[config.mk]
export PLATFORM = sky130hd
export DESIGN_NAME = diff_drive_velocity_limiter
export DESIGN_NICKNAME = d
export VERILOG_FILES = /design/src/rtl/dd_lim_pkg.sv /design/src/rtl/dd_lim_dp.sv /design/src/rtl/dd_lim_ctrl.sv /design/src/rtl/diff_drive_velocity_limiter.sv
export SDC_FILE = /design/constraint.sdc
export NUM_CORES = 2
export LEC_CHECK = 0
export BUFFER_PORTS_ARGS = -buffer_cell sky130_fd_sc_hd__clkbuf_2
export CAP_MARGIN = 15
export CORE_MARGIN = 5
export CORE_UTILIZATION = 55
export CTS_CLUSTER_DIAMETER = 100
export CTS_CLUSTER_SIZE = 30
export DETAILED_ROUTE_END_ITERATION = 6
export PLACE_DENSITY_LB_ADDON = 0.25
export SYNTH_ARGS = -nofsm -noshare
export SYNTH_HDL_FRONTEND = slang
export SYNTH_SLANG_ARGS = --single-unit
[constraint.sdc]
create_clock -name clk -period 21.4 [get_ports clk]
set_input_delay 3.21 -clock clk [delete_from_list [all_inputs] [get_ports clk]]
set_output_delay 3.21 -clock clk [all_outputs]
set_load 0.02 [all_outputs]
[src/rtl/dd_lim_pkg.sv]
// Shared types, constants and register codes for the wheel speed limiter.
`timescale 1ns / 1ps
package dd_lim_pkg;

  localparam int FIELD_W     = 24;
  localparam int SPEED_W     = 23;
  localparam int ACT_W       = 3;
  localparam int SEP_W       = 20;
  localparam int CFG_IDX_W   = 3;
  localparam int CFG_DATA_W  = 23;
  localparam int RIM_W       = 27;
  localparam int VEL_W       = 30;
  localparam int FRAC_SHIFT  = 17;
  localparam int QUO_W       = SPEED_W + FRAC_SHIFT;
  localparam int DIV_STEPS   = QUO_W;
  localparam int DIV_CNT_W   = 6;

  localparam int MAX_PAIRS_DEF = 4;

  localparam logic [SPEED_W-1:0] SPEED_RST = 23'd65536;
  localparam logic [ACT_W-1:0]   ACT_RST   = 3'd1;
  localparam logic [SEP_W-1:0]   SEP_RST   = 20'd22282;

  localparam logic [CFG_IDX_W-1:0] REG_MAX_SPEED = 3'd0;
  localparam logic [CFG_IDX_W-1:0] REG_ACTIVE    = 3'd1;
  localparam logic [CFG_IDX_W-1:0] REG_SEP0      = 3'd2;

  typedef struct packed {
    logic signed [FIELD_W-1:0] cmd_linear;
    logic signed [FIELD_W-1:0] cmd_angular;
  } in_t;

  typedef struct packed {
    logic signed [FIELD_W-1:0] limited_linear;
    logic signed [FIELD_W-1:0] limited_angular;
  } out_t;

  typedef struct packed {
    logic load_in;
    logic mul;
    logic div_start;
    logic div_step;
    logic apply_q;
    logic lin_update;
    logic load_out;
  } cmd_t;

  typedef struct packed {
    logic             clip;
    logic [ACT_W-1:0] pairs;
  } sts_t;

endpackage

[src/rtl/dd_lim_dp.sv]
// Datapath: config registers, rim speed multiplier, restoring divider, linear rules.
`timescale 1ns / 1ps
module dd_lim_dp #(
  parameter int MAX_PAIRS = dd_lim_pkg::MAX_PAIRS_DEF,
  parameter int PAIR_W    = (MAX_PAIRS > 1) ? $clog2(MAX_PAIRS) : 1
) (
  input  logic                                clk,
  input  logic                                rst,
  input  logic                                cfg_we,
  input  logic [dd_lim_pkg::CFG_IDX_W-1:0]    cfg_index,
  input  logic [dd_lim_pkg::CFG_DATA_W-1:0]   cfg_data,
  input  dd_lim_pkg::in_t                     in_data,
  input  dd_lim_pkg::cmd_t                    cmd,
  input  logic [PAIR_W-1:0]                   pair,
  output dd_lim_pkg::sts_t                    sts,
  output dd_lim_pkg::out_t                    out_data
);
  import dd_lim_pkg::*;

  localparam logic signed [VEL_W-1:0] V_MAX = 30'sd8388607;
  localparam logic signed [VEL_W-1:0] V_MIN = -30'sd8388608;

  logic [SPEED_W-1:0] max_speed;
  logic [ACT_W-1:0]   active;
  logic [SEP_W-1:0]   sep [MAX_PAIRS];

  logic signed [VEL_W-1:0]   v;
  logic signed [FIELD_W-1:0] a;
  logic [RIM_W-1:0]          r;
  logic [SEP_W-1:0]          rem;
  logic [QUO_W-1:0]          quo;
  out_t                      out_q;

  logic [SEP_W-1:0]          sep_cur;
  logic [FIELD_W-1:0]        a_mag;
  logic [43:0]               prod;
  logic signed [VEL_W-1:0]   m_s;
  logic signed [VEL_W-1:0]   neg_m;
  logic signed [VEL_W-1:0]   r_s;
  logic signed [VEL_W-1:0]   vpr;
  logic signed [VEL_W-1:0]   vmr;
  logic signed [VEL_W-1:0]   v_next;
  logic signed [VEL_W-1:0]   lin_ext;
  logic signed [VEL_W-1:0]   lin_clamp;
  logic [SEP_W:0]            rem_sh;
  logic [SEP_W:0]            rem_diff;
  logic                      rem_ge;
  logic [SEP_W-1:0]          rem_next;
  logic [QUO_W-1:0]          quo_next;
  logic signed [FIELD_W-1:0] q_sat;
  logic signed [FIELD_W-1:0] lin_sat;

  assign sep_cur = sep[pair];
  assign a_mag   = a[FIELD_W-1] ? FIELD_W'(-a) : FIELD_W'(a);
  assign prod    = a_mag * sep_cur;

  assign m_s   = {7'b0, max_speed};
  assign neg_m = -m_s;
  assign r_s   = {3'b0, r};
  assign vpr   = v + r_s;
  assign vmr   = v - r_s;

  always_comb begin
    if (vpr > m_s) begin
      v_next = m_s - r_s;
    end else if (vmr > m_s) begin
      v_next = m_s + r_s;
    end else if (vmr < neg_m) begin
      v_next = neg_m + r_s;
    end else if (vpr < neg_m) begin
      v_next = neg_m - r_s;
    end else begin
      v_next = v;
    end
  end

  assign lin_ext = VEL_W'(in_data.cmd_linear);
  always_comb begin
    if (lin_ext > m_s) begin
      lin_clamp = m_s;
    end else if (lin_ext < neg_m) begin
      lin_clamp = neg_m;
    end else begin
      lin_clamp = lin_ext;
    end
  end

  assign rem_sh   = {rem, quo[QUO_W-1]};
  assign rem_ge   = rem_sh >= {1'b0, sep_cur};
  assign rem_diff = rem_sh - {1'b0, sep_cur};
  assign rem_next = rem_ge ? rem_diff[SEP_W-1:0] : rem_sh[SEP_W-1:0];
  assign quo_next = {quo[QUO_W-2:0], rem_ge};

  assign q_sat = (quo[QUO_W-1:FIELD_W-1] != '0) ? 24'sh7FFFFF
                                                : {1'b0, quo[FIELD_W-2:0]};

  always_comb begin
    if (v > V_MAX) begin
      lin_sat = 24'sh7FFFFF;
    end else if (v < V_MIN) begin
      lin_sat = 24'sh800000;
    end else begin
      lin_sat = v[FIELD_W-1:0];
    end
  end

  assign sts.clip  = r > {4'b0, max_speed};
  assign sts.pairs = (active > ACT_W'(MAX_PAIRS)) ? ACT_W'(MAX_PAIRS) : active;

  always_ff @(posedge clk) begin
    if (rst) begin
      max_speed <= SPEED_RST;
      active    <= ACT_RST;
      for (int p = 0; p < MAX_PAIRS; p++) begin
        sep[p] <= SEP_RST;
      end
    end else if (cfg_we) begin
      if (cfg_index == REG_MAX_SPEED) begin
        max_speed <= cfg_data[SPEED_W-1:0];
      end
      if (cfg_index == REG_ACTIVE) begin
        active <= cfg_data[ACT_W-1:0];
      end
      for (int p = 0; p < MAX_PAIRS; p++) begin
        if (cfg_index == REG_SEP0 + CFG_IDX_W'(p)) begin
          sep[p] <= cfg_data[SEP_W-1:0];
        end
      end
    end
  end

  always_ff @(posedge clk) begin
    if (cmd.load_in) begin
      v <= lin_clamp;
      a <= in_data.cmd_angular;
    end
    if (cmd.mul) begin
      r <= prod[43:FRAC_SHIFT];
    end
    if (cmd.div_start) begin
      rem <= '0;
      quo <= {max_speed, {FRAC_SHIFT{1'b0}}};
    end
    if (cmd.div_step) begin
      rem <= rem_next;
      quo <= quo_next;
    end
    if (cmd.apply_q) begin
      a <= a[FIELD_W-1] ? -q_sat : q_sat;
    end
    if (cmd.lin_update) begin
      v <= v_next;
    end
    if (cmd.load_out) begin
      out_q.limited_linear  <= lin_sat;
      out_q.limited_angular <= a;
    end
  end

  assign out_data = out_q;

endmodule

[src/rtl/dd_lim_ctrl.sv]
// Controller: sequences the two passes over the wheel pairs and the output register.
`timescale 1ns / 1ps
module dd_lim_ctrl #(
  parameter int MAX_PAIRS = dd_lim_pkg::MAX_PAIRS_DEF,
  parameter int PAIR_W    = (MAX_PAIRS > 1) ? $clog2(MAX_PAIRS) : 1
) (
  input  logic              clk,
  input  logic              rst,
  input  logic              in_valid,
  output logic              in_ready,
  output logic              out_valid,
  input  logic              out_ready,
  input  dd_lim_pkg::sts_t  sts,
  output dd_lim_pkg::cmd_t  cmd,
  output logic [PAIR_W-1:0] pair
);
  import dd_lim_pkg::*;

  localparam logic [2:0] S_IDLE  = 3'd0;
  localparam logic [2:0] S_RIM1  = 3'd1;
  localparam logic [2:0] S_CHK1  = 3'd2;
  localparam logic [2:0] S_DIV   = 3'd3;
  localparam logic [2:0] S_APPLY = 3'd4;
  localparam logic [2:0] S_RIM2  = 3'd5;
  localparam logic [2:0] S_LIN   = 3'd6;
  localparam logic [2:0] S_DONE  = 3'd7;

  logic [2:0]           state, state_next;
  logic [PAIR_W-1:0]    pair_next;
  logic [DIV_CNT_W-1:0] cnt, cnt_next;
  logic                 out_valid_next;
  logic                 last;

  assign last     = ACT_W'(pair) == ACT_W'(sts.pairs - ACT_W'(1));
  assign in_ready = state == S_IDLE;

  always_comb begin
    cmd            = '0;
    state_next     = state;
    pair_next      = pair;
    cnt_next       = cnt;
    case (state)
      S_IDLE: begin
        pair_next = '0;
        if (in_valid) begin
          cmd.load_in = 1'b1;
          state_next  = (sts.pairs == '0) ? S_DONE : S_RIM1;
        end
      end
      S_RIM1: begin
        cmd.mul    = 1'b1;
        state_next = S_CHK1;
      end
      S_CHK1: begin
        if (sts.clip) begin
          cmd.div_start = 1'b1;
          cnt_next      = '0;
          state_next    = S_DIV;
        end else if (last) begin
          pair_next  = '0;
          state_next = S_RIM2;
        end else begin
          pair_next  = pair + PAIR_W'(1);
          state_next = S_RIM1;
        end
      end
      S_DIV: begin
        cmd.div_step = 1'b1;
        cnt_next     = cnt + DIV_CNT_W'(1);
        if (cnt == DIV_CNT_W'(DIV_STEPS - 1)) begin
          state_next = S_APPLY;
        end
      end
      S_APPLY: begin
        cmd.apply_q = 1'b1;
        if (last) begin
          pair_next  = '0;
          state_next = S_RIM2;
        end else begin
          pair_next  = pair + PAIR_W'(1);
          state_next = S_RIM1;
        end
      end
      S_RIM2: begin
        cmd.mul    = 1'b1;
        state_next = S_LIN;
      end
      S_LIN: begin
        cmd.lin_update = 1'b1;
        if (last) begin
          state_next = S_DONE;
        end else begin
          pair_next  = pair + PAIR_W'(1);
          state_next = S_RIM2;
        end
      end
      S_DONE: begin
        if (!out_valid || out_ready) begin
          cmd.load_out = 1'b1;
          state_next   = S_IDLE;
        end
      end
      default: begin
        state_next = S_IDLE;
      end
    endcase
  end

  always_comb begin
    if (cmd.load_out) begin
      out_valid_next = 1'b1;
    end else if (out_ready) begin
      out_valid_next = 1'b0;
    end else begin
      out_valid_next = out_valid;
    end
  end

  always_ff @(posedge clk) begin
    if (rst) begin
      state     <= S_IDLE;
      pair      <= '0;
      cnt       <= '0;
      out_valid <= 1'b0;
    end else begin
      state     <= state_next;
      pair      <= pair_next;
      cnt       <= cnt_next;
      out_valid <= out_valid_next;
    end
  end

endmodule

[src/rtl/diff_drive_velocity_limiter.sv]
// From input transfer to result valid, the controller runs a first pass over the active pairs,
// using the 40-step restoring divider for each pair whose rim speed clips, then a second pass.
// A new input is accepted only once the controller is idle again; the next input is taken while the
// result waits in the output register. Reset restores all limits to defaults, no clearing pass.
// Top level: differential drive wheel speed limiter.
`timescale 1ns / 1ps
module diff_drive_velocity_limiter #(
  parameter int MAX_PAIRS = dd_lim_pkg::MAX_PAIRS_DEF
) (
  input  logic                              clk,
  input  logic                              rst,
  input  logic                              in_valid,
  output logic                              in_ready,
  input  dd_lim_pkg::in_t                   in_data,
  output logic                              out_valid,
  input  logic                              out_ready,
  output dd_lim_pkg::out_t                  out_data,
  input  logic                              cfg_valid,
  output logic                              cfg_ready,
  input  logic [dd_lim_pkg::CFG_IDX_W-1:0]  cfg_index,
  input  logic [dd_lim_pkg::CFG_DATA_W-1:0] cfg_data
);
  import dd_lim_pkg::*;

  localparam int PAIR_W = (MAX_PAIRS > 1) ? $clog2(MAX_PAIRS) : 1;

  cmd_t              cmd;
  sts_t              sts;
  logic [PAIR_W-1:0] pair;

  assign cfg_ready = 1'b1;

  dd_lim_ctrl #(
    .MAX_PAIRS (MAX_PAIRS),
    .PAIR_W    (PAIR_W)
  ) u_ctrl (
    .clk       (clk),
    .rst       (rst),
    .in_valid  (in_valid),
    .in_ready  (in_ready),
    .out_valid (out_valid),
    .out_ready (out_ready),
    .sts       (sts),
    .cmd       (cmd),
    .pair      (pair)
  );

  dd_lim_dp #(
    .MAX_PAIRS (MAX_PAIRS),
    .PAIR_W    (PAIR_W)
  ) u_dp (
    .clk       (clk),
    .rst       (rst),
    .cfg_we    (cfg_valid),
    .cfg_index (cfg_index),
    .cfg_data  (cfg_data),
    .in_data   (in_data),
    .cmd       (cmd),
    .pair      (pair),
    .sts       (sts),
    .out_data  (out_data)
  );

endmodule

Word level (Yosys, flattened, before mapping)
Memory sizes are Yosys's and may differ from the RTL's. A register that Yosys moved wholly into a read port is not among the register bits.
Index checks and enable logic that the tools add are counted.
W data, S select, Z words.
- add/sub/neg operators: 13
- $mul: 1
- magnitude comparators: 11
- eq/ne operators: 21
- muxes and demuxes: 70
- bitwise operators: 4
- reductions and logical operators: 19
- operators with widths (cell ; count):
    $mux W30 ; 8
    $mux W20 ; 7
    $mux W24 ; 5
    $mux W40 ; 2
    $add A30 B28 Y30 ; 2
    $gt A30 B24 Y1 ; 2
    $lt A30 B30 Y1 ; 2
    $sub A30 B28 Y30 ; 2
    $neg A24 Y24 ; 2
    $mul A24 B20 Y44 ; 1
    $gt A30 B24 Y1 const B ; 1
    $lt A24 B30 Y1 ; 1
    $lt A30 B24 Y1 const B ; 1
    $mux W1 ; 30
    $neg A23 Y30 ; 1
    $add A23 B27 Y28 ; 1
    $sub A23 B27 Y28 ; 1
    $gt A27 B23 Y1 ; 1
    $gt A24 B24 Y1 ; 1
    $pmux W3 S8 ; 1
    $mux W23 ; 1
    $ge A21 B20 Y1 ; 1
    $mux W3 ; 7
    $sub A20 B20 Y20 ; 1
    26 further kinds ; 57
- register bits: 227
- bits in writable memories: 80
- bits of input ports: 79
- output and inout port bits: 51
- logic and storage cells: 153
- memories: 1
- memories (name ; depth ; bits a word ; rd ports ; clocked after memory_dff ; write ports ; line ; text):
    u_dp.sep ; 4 ; 20 ; 1 ; 1 ; 4 ; dd_lim_dp.sv:25 ; logic [SEP_W-1:0] sep [MAX_PAIRS];

Logic depth before layout (Yosys ltp)
- word-level depth: 9
- mapped depth: 37
- mapped depth without buffers: 36

By module
From an unflattened synthesis, not the netlist that was laid out.
- cell total of the unflattened synthesis: 4699
- area total of the unflattened synthesis: 41622.4 µm²
- by module, submodules not included (module ; instances ; cells an instance ; area each (µm²) ; seq. area each (µm²)):
    dd_lim_dp ; 1 ; 4590 ; 40790.4 ; 8598.2
    dd_lim_ctrl ; 1 ; 107 ; 820.8 ; 240.2
    diff_drive_velocity_limiter ; 1 ; 2 ; 11.3 ; 0.0

Worst setup path before layout
Ideal clock, no wire load.
- kind: register to register
- from: register u_dp.a[5]
- to: register u_dp.r[26], data pin
- library setup time: 0.260 ns
- arrival time: 9.018 ns
- required time: 21.140 ns
- setup slack: 12.123 ns
- cell stages (with the launch flop): 32
- clock period less this slack: 9.277 ns
- cells stage by stage: edfxtp_1 or4_1 nor3_1 nand2b_1 o41ai_1 xor2_1 clkbuf_1 nor2_1 fa_1 fa_1 inv_1 fa_1 inv_1 fa_1 fa_1 fa_1 inv_1 fa_1 inv_1 ha_1 a211oi_1 o21ai_0 o22ai_1 nand4b_1 and3_1 a21oi_1 o211ai_1 o41ai_1 o21ai_1 o31a_1 a21oi_1 xnor2_1
- longest elaborated chain between the ends: 3
- ends and longest elaborated chain (element ; line ; text):
    from (decl) ; dd_lim_dp.sv:28 ; logic signed [FIELD_W-1:0] a;
    from (signal assigned) ; dd_lim_dp.sv:135 ; a <= in_data.cmd_angular;
    from (signal assigned) ; dd_lim_dp.sv:149 ; a <= a[FIELD_W-1] ? -q_sat : q_sat;
    $neg A24 Y24 ; dd_lim_dp.sv:54 ; assign a_mag = a[FIELD_W-1] ? FIELD_W'(-a) : FIELD_W'(a);
    $mux W24 (*) ; dd_lim_dp.sv:54 ;
    $mul A24 B20 Y44 (*) ; dd_lim_dp.sv:55 ; assign prod = a_mag * sep_cur;
    named net u_dp.prod[43] ; dd_lim_dp.sv:36 ; logic [43:0] prod;
    to (signal assigned) ; dd_lim_dp.sv:138 ; r <= prod[43:FRAC_SHIFT];
    to (decl) ; dd_lim_dp.sv:29 ; logic [RIM_W-1:0] r;
Mark *: on every way through the listed nets, which the timed path passes. The rest lies on a longest branch.
A chain may end at the register's enable or synchronous reset.

Worst setup path in the final report
- from: register u_dp.a[0]
- to: register u_dp.r[26], data pin
The elaborated chain is that of the path after synthesis.

==> flow_metrics.tcl <==
set metrics [dict create \
    synth_area_per_cell_sq_um 8.746 \
    nNetsFinal 5676 \
    crit_type "flop to flop" \
    cts_setup_buffers 0 \
    netlist_area_sq_um 41110 \
    hold_viol_final 0 \
    drc_errors 0 \
    yosys_register_bits 309 \
    ys_seq_area_share_pct 21.59 \
    fin_tns_setup_ns 0 \
    outcome "completed" \
    critPathMaxFanout 15 \
    boundaryPins 130 \
    arrival_ns 10.99 \
    grt_pass1_wl_microns 207200 \
    detail-route-antenna-nets 0 \
    synthCells 4701 \
    cts_tree "done" \
    die_w_microns 283.4 \
    fin_crit_sh_pct 49.77 \
    coreArea_sq_um 74320 \
    routed_wl_microns 136100 \
    grt_overflow 0 \
    cpMaxStageDelayCell "xor2_1" \
    numCtsBuffers 19 \
    regArea_sq_um 8879 \
    port_buffers 128 \
    wl_met1_microns 52620 \
    grt_max_degree 70 \
    die_area_sq_um 80320 \
    top_layer "met5" \
    yosysUniqueCellTypes 85 \
    gp_congestion 1.026 \
    area_growth_pct 6.126 \
    worst_pin_slew_ns 1.224 \
    cts_resized 0 \
    die_h_microns 283.4 \
    synth_fp_nets 5640 \
    vias 34880 \
    multi_input_area_sq_um 29390 \
    start_kind "flop" \
    finClkSkew_ns 0.03633 \
    async_flop_share_pct 0 \
    rows 100 \
    finalCriticalPeriod_ns 10.65 \
    hold_buffers 0 \
    drv_slew 0 \
    synth_edf_count 269 \
    slowest_delay_ns 0.84 \
    dr_wl_met2_microns 62630 \
    cap_violations 0 \
    viasPerCell 6.099 \
    track_usage_pct 33.25 \
    antenna_found_initial 5 \
    synth_ff_type "edfxtp_1" \
    grt_pass1_vias 35270 \
    cp-end-kind "flop" \
    yosysWarnings 0 \
    n_fill_cell 6815 \
    h-tree-depth 1 \
    layout-drive-gt1-share_pct 6.422 \
    root_buffer "clkbuf_16" \
    fmax_mhz 93.89 \
    min-delay-path-class "flop to flop" \
    cts_sinks 309 \
    slew_headroom_pct 17.84 \
    start_util_pct 55.32 \
    required_ns 21.74 \
    grt_setup_unrepaired "no" \
    place_hpwl_microns 108200 \
    finalSetupViolCount 0 \
    wl_per_cell_microns 23.79 \
    cpMostUsedCell "fa_1" \
    met3_length_microns 9877 \
    drtIter0Drc 2967 \
    drtPass1Iterations 6 \
    clk_pin_slew_ns 0.11 \
    clk_latency_ns 0.59 \
    cts_buffer_depth 3 \
]
## cell usage in the layout, fill, tap and decap left out, types with 23 or more instances in the layout
cell type,count
dfxtp_1,40
xor2_1,58
nand2_1,457
ha_1,463
a211oi_1,34
inv_1,591
or3_1,58
o21bai_1,30
nand4_1,37
o21ai_0,176
and3_1,26
mux2i_1,41
nand3_1,61
o21ai_1,43
nor2b_1,50
clkbuf_2,128
xnor2_1,167
o21a_1,60
edfxtp_1,269
nor3_1,67
nor2_1,541
fa_1,397
o211ai_1,30
nor4_1,23
and2_1,94
a21o_1,74
a31oi_1,35
a21oi_1,257
buf_4,73
nand2b_1,71
## worst max-delay path, delay by kind of cell (launching register included)
kind / cells / cell delay [ns]
XOR/XNOR: 2 / 0.93
flip-flops: 1 / 0.57
AND/OR/NAND/NOR: 4 / 0.75
AO/OA/AOI/OAI: 10 / 3.27
adder cells (fa/ha/maj): 9 / 4.23
buffers and inverters: 5 / 0.66
## state kept, by name (all words and copies together) (netlist names), 6 cells and up, named ones only
signal	flops
u_dp.sep	80
u_dp.out_data	48
u_dp.quo	40
u_dp.v	30
u_dp.r	27
u_dp.a	24
u_dp.max_speed	23
u_dp.rem	20
u_ctrl.cnt	6
## kinds of logic after synthesis
logic type | Yosys count | synth area share [%]
and+or+nand+nor | 1540 | 17.16
AOI/OAI and AO/OA | 904 | 13.83
adders and majority gates | 860 | 33.42
buffers and inverters | 792 | 7.243
DFF | 309 | 21.59
xor gates and xnor gates | 230 | 4.900
muxes | 65 | 1.847
other | 1 | 0.009121
## Yosys cell counts (all sizes together) (22+ instances only)
library cell  number  area [sq um]
xnor2            172          1506
a31oi             35         219.0
edfxtp           269          8078
and2              95         594.3
fa               397          7948
nand4             37         231.5
and3              27         168.9
clkbuf           174         653.1
nor3              68         345.3
o21ai            228          1141
nor4              23         143.9
nand3             61         305.3
o211ai            30         225.2
inv              598          2245
o21bai            30         225.2
a21o              74         555.5
o21a              60         450.4
a211oi            34         255.2
ha               463          5793
or3               60         385.4
nor2             544          2042
xor2              58         508.0
dfxtp             40         800.8
a21oi            259          1296
nand2b            71         444.2
mux2i             41         410.4
nor2b             50         312.8
nand2            457          1715
o31ai             22         165.2
## through the flow
| stage | utilization, % | hold slack (ns) | cells | setup WS (ns) | area, sq um |
|---|---|---|---|---|---|
| 2_1_floorplan | - | 0.4392 | 4701 | 12.12 | 41110 |
| 3_3_place_gp | 57.77 | 0.4645 | 5684 | 11.09 | 42930 |
| 3_5_place_dp | 57.78 | 0.4641 | 5685 | 10.82 | 42940 |
| 4_1_cts | 58.71 | 0.4835 | 5718 | 10.80 | 43630 |
| 5_1_grt | 58.71 | 0.5229 | 5718 | 10.21 | 43630 |
| 6_report | 58.71 | 0.4953 | 5719 | 10.75 | 43630 |
## worst paths after layout
| path | startpoint | endpoint | slack [ns] | cells past startpoint |
|---|---|---|---|---|
| worst min register to register | u_ctrl.cnt[5] | u_ctrl.cnt[5] | 0.50 | 1 |
| worst max-delay path | u_dp.a[0] | u_dp.r[26] | 10.75 | 30 |
| worst min-delay path | u_ctrl.cnt[5] | u_ctrl.cnt[5] | 0.50 | 1 |
| worst max register to register | u_dp.a[0] | u_dp.r[26] | 10.75 | 30 |
## metal layers
layer  vias up  GRT usage, %
met5         -             0
met4         8         20.62
met3       412         4.120
met2      1527         54.74
met1     17030         41.92
li1      15900             -
## layout make-up
type,instances,share of cell area [%]
flip-flops and latches,309,20.35
diodes,1,0.005735
well taps,969,2.779
clock inverters,12,0.4760
inverters,606,5.213
repair buffers,201,2.724
multi-input cells,3600,67.35
clock buffers,21,1.107
Power is left out: the tool's default activity adds up to more than one toggle a clock period on the data nets, which glitch-free logic cannot reach.
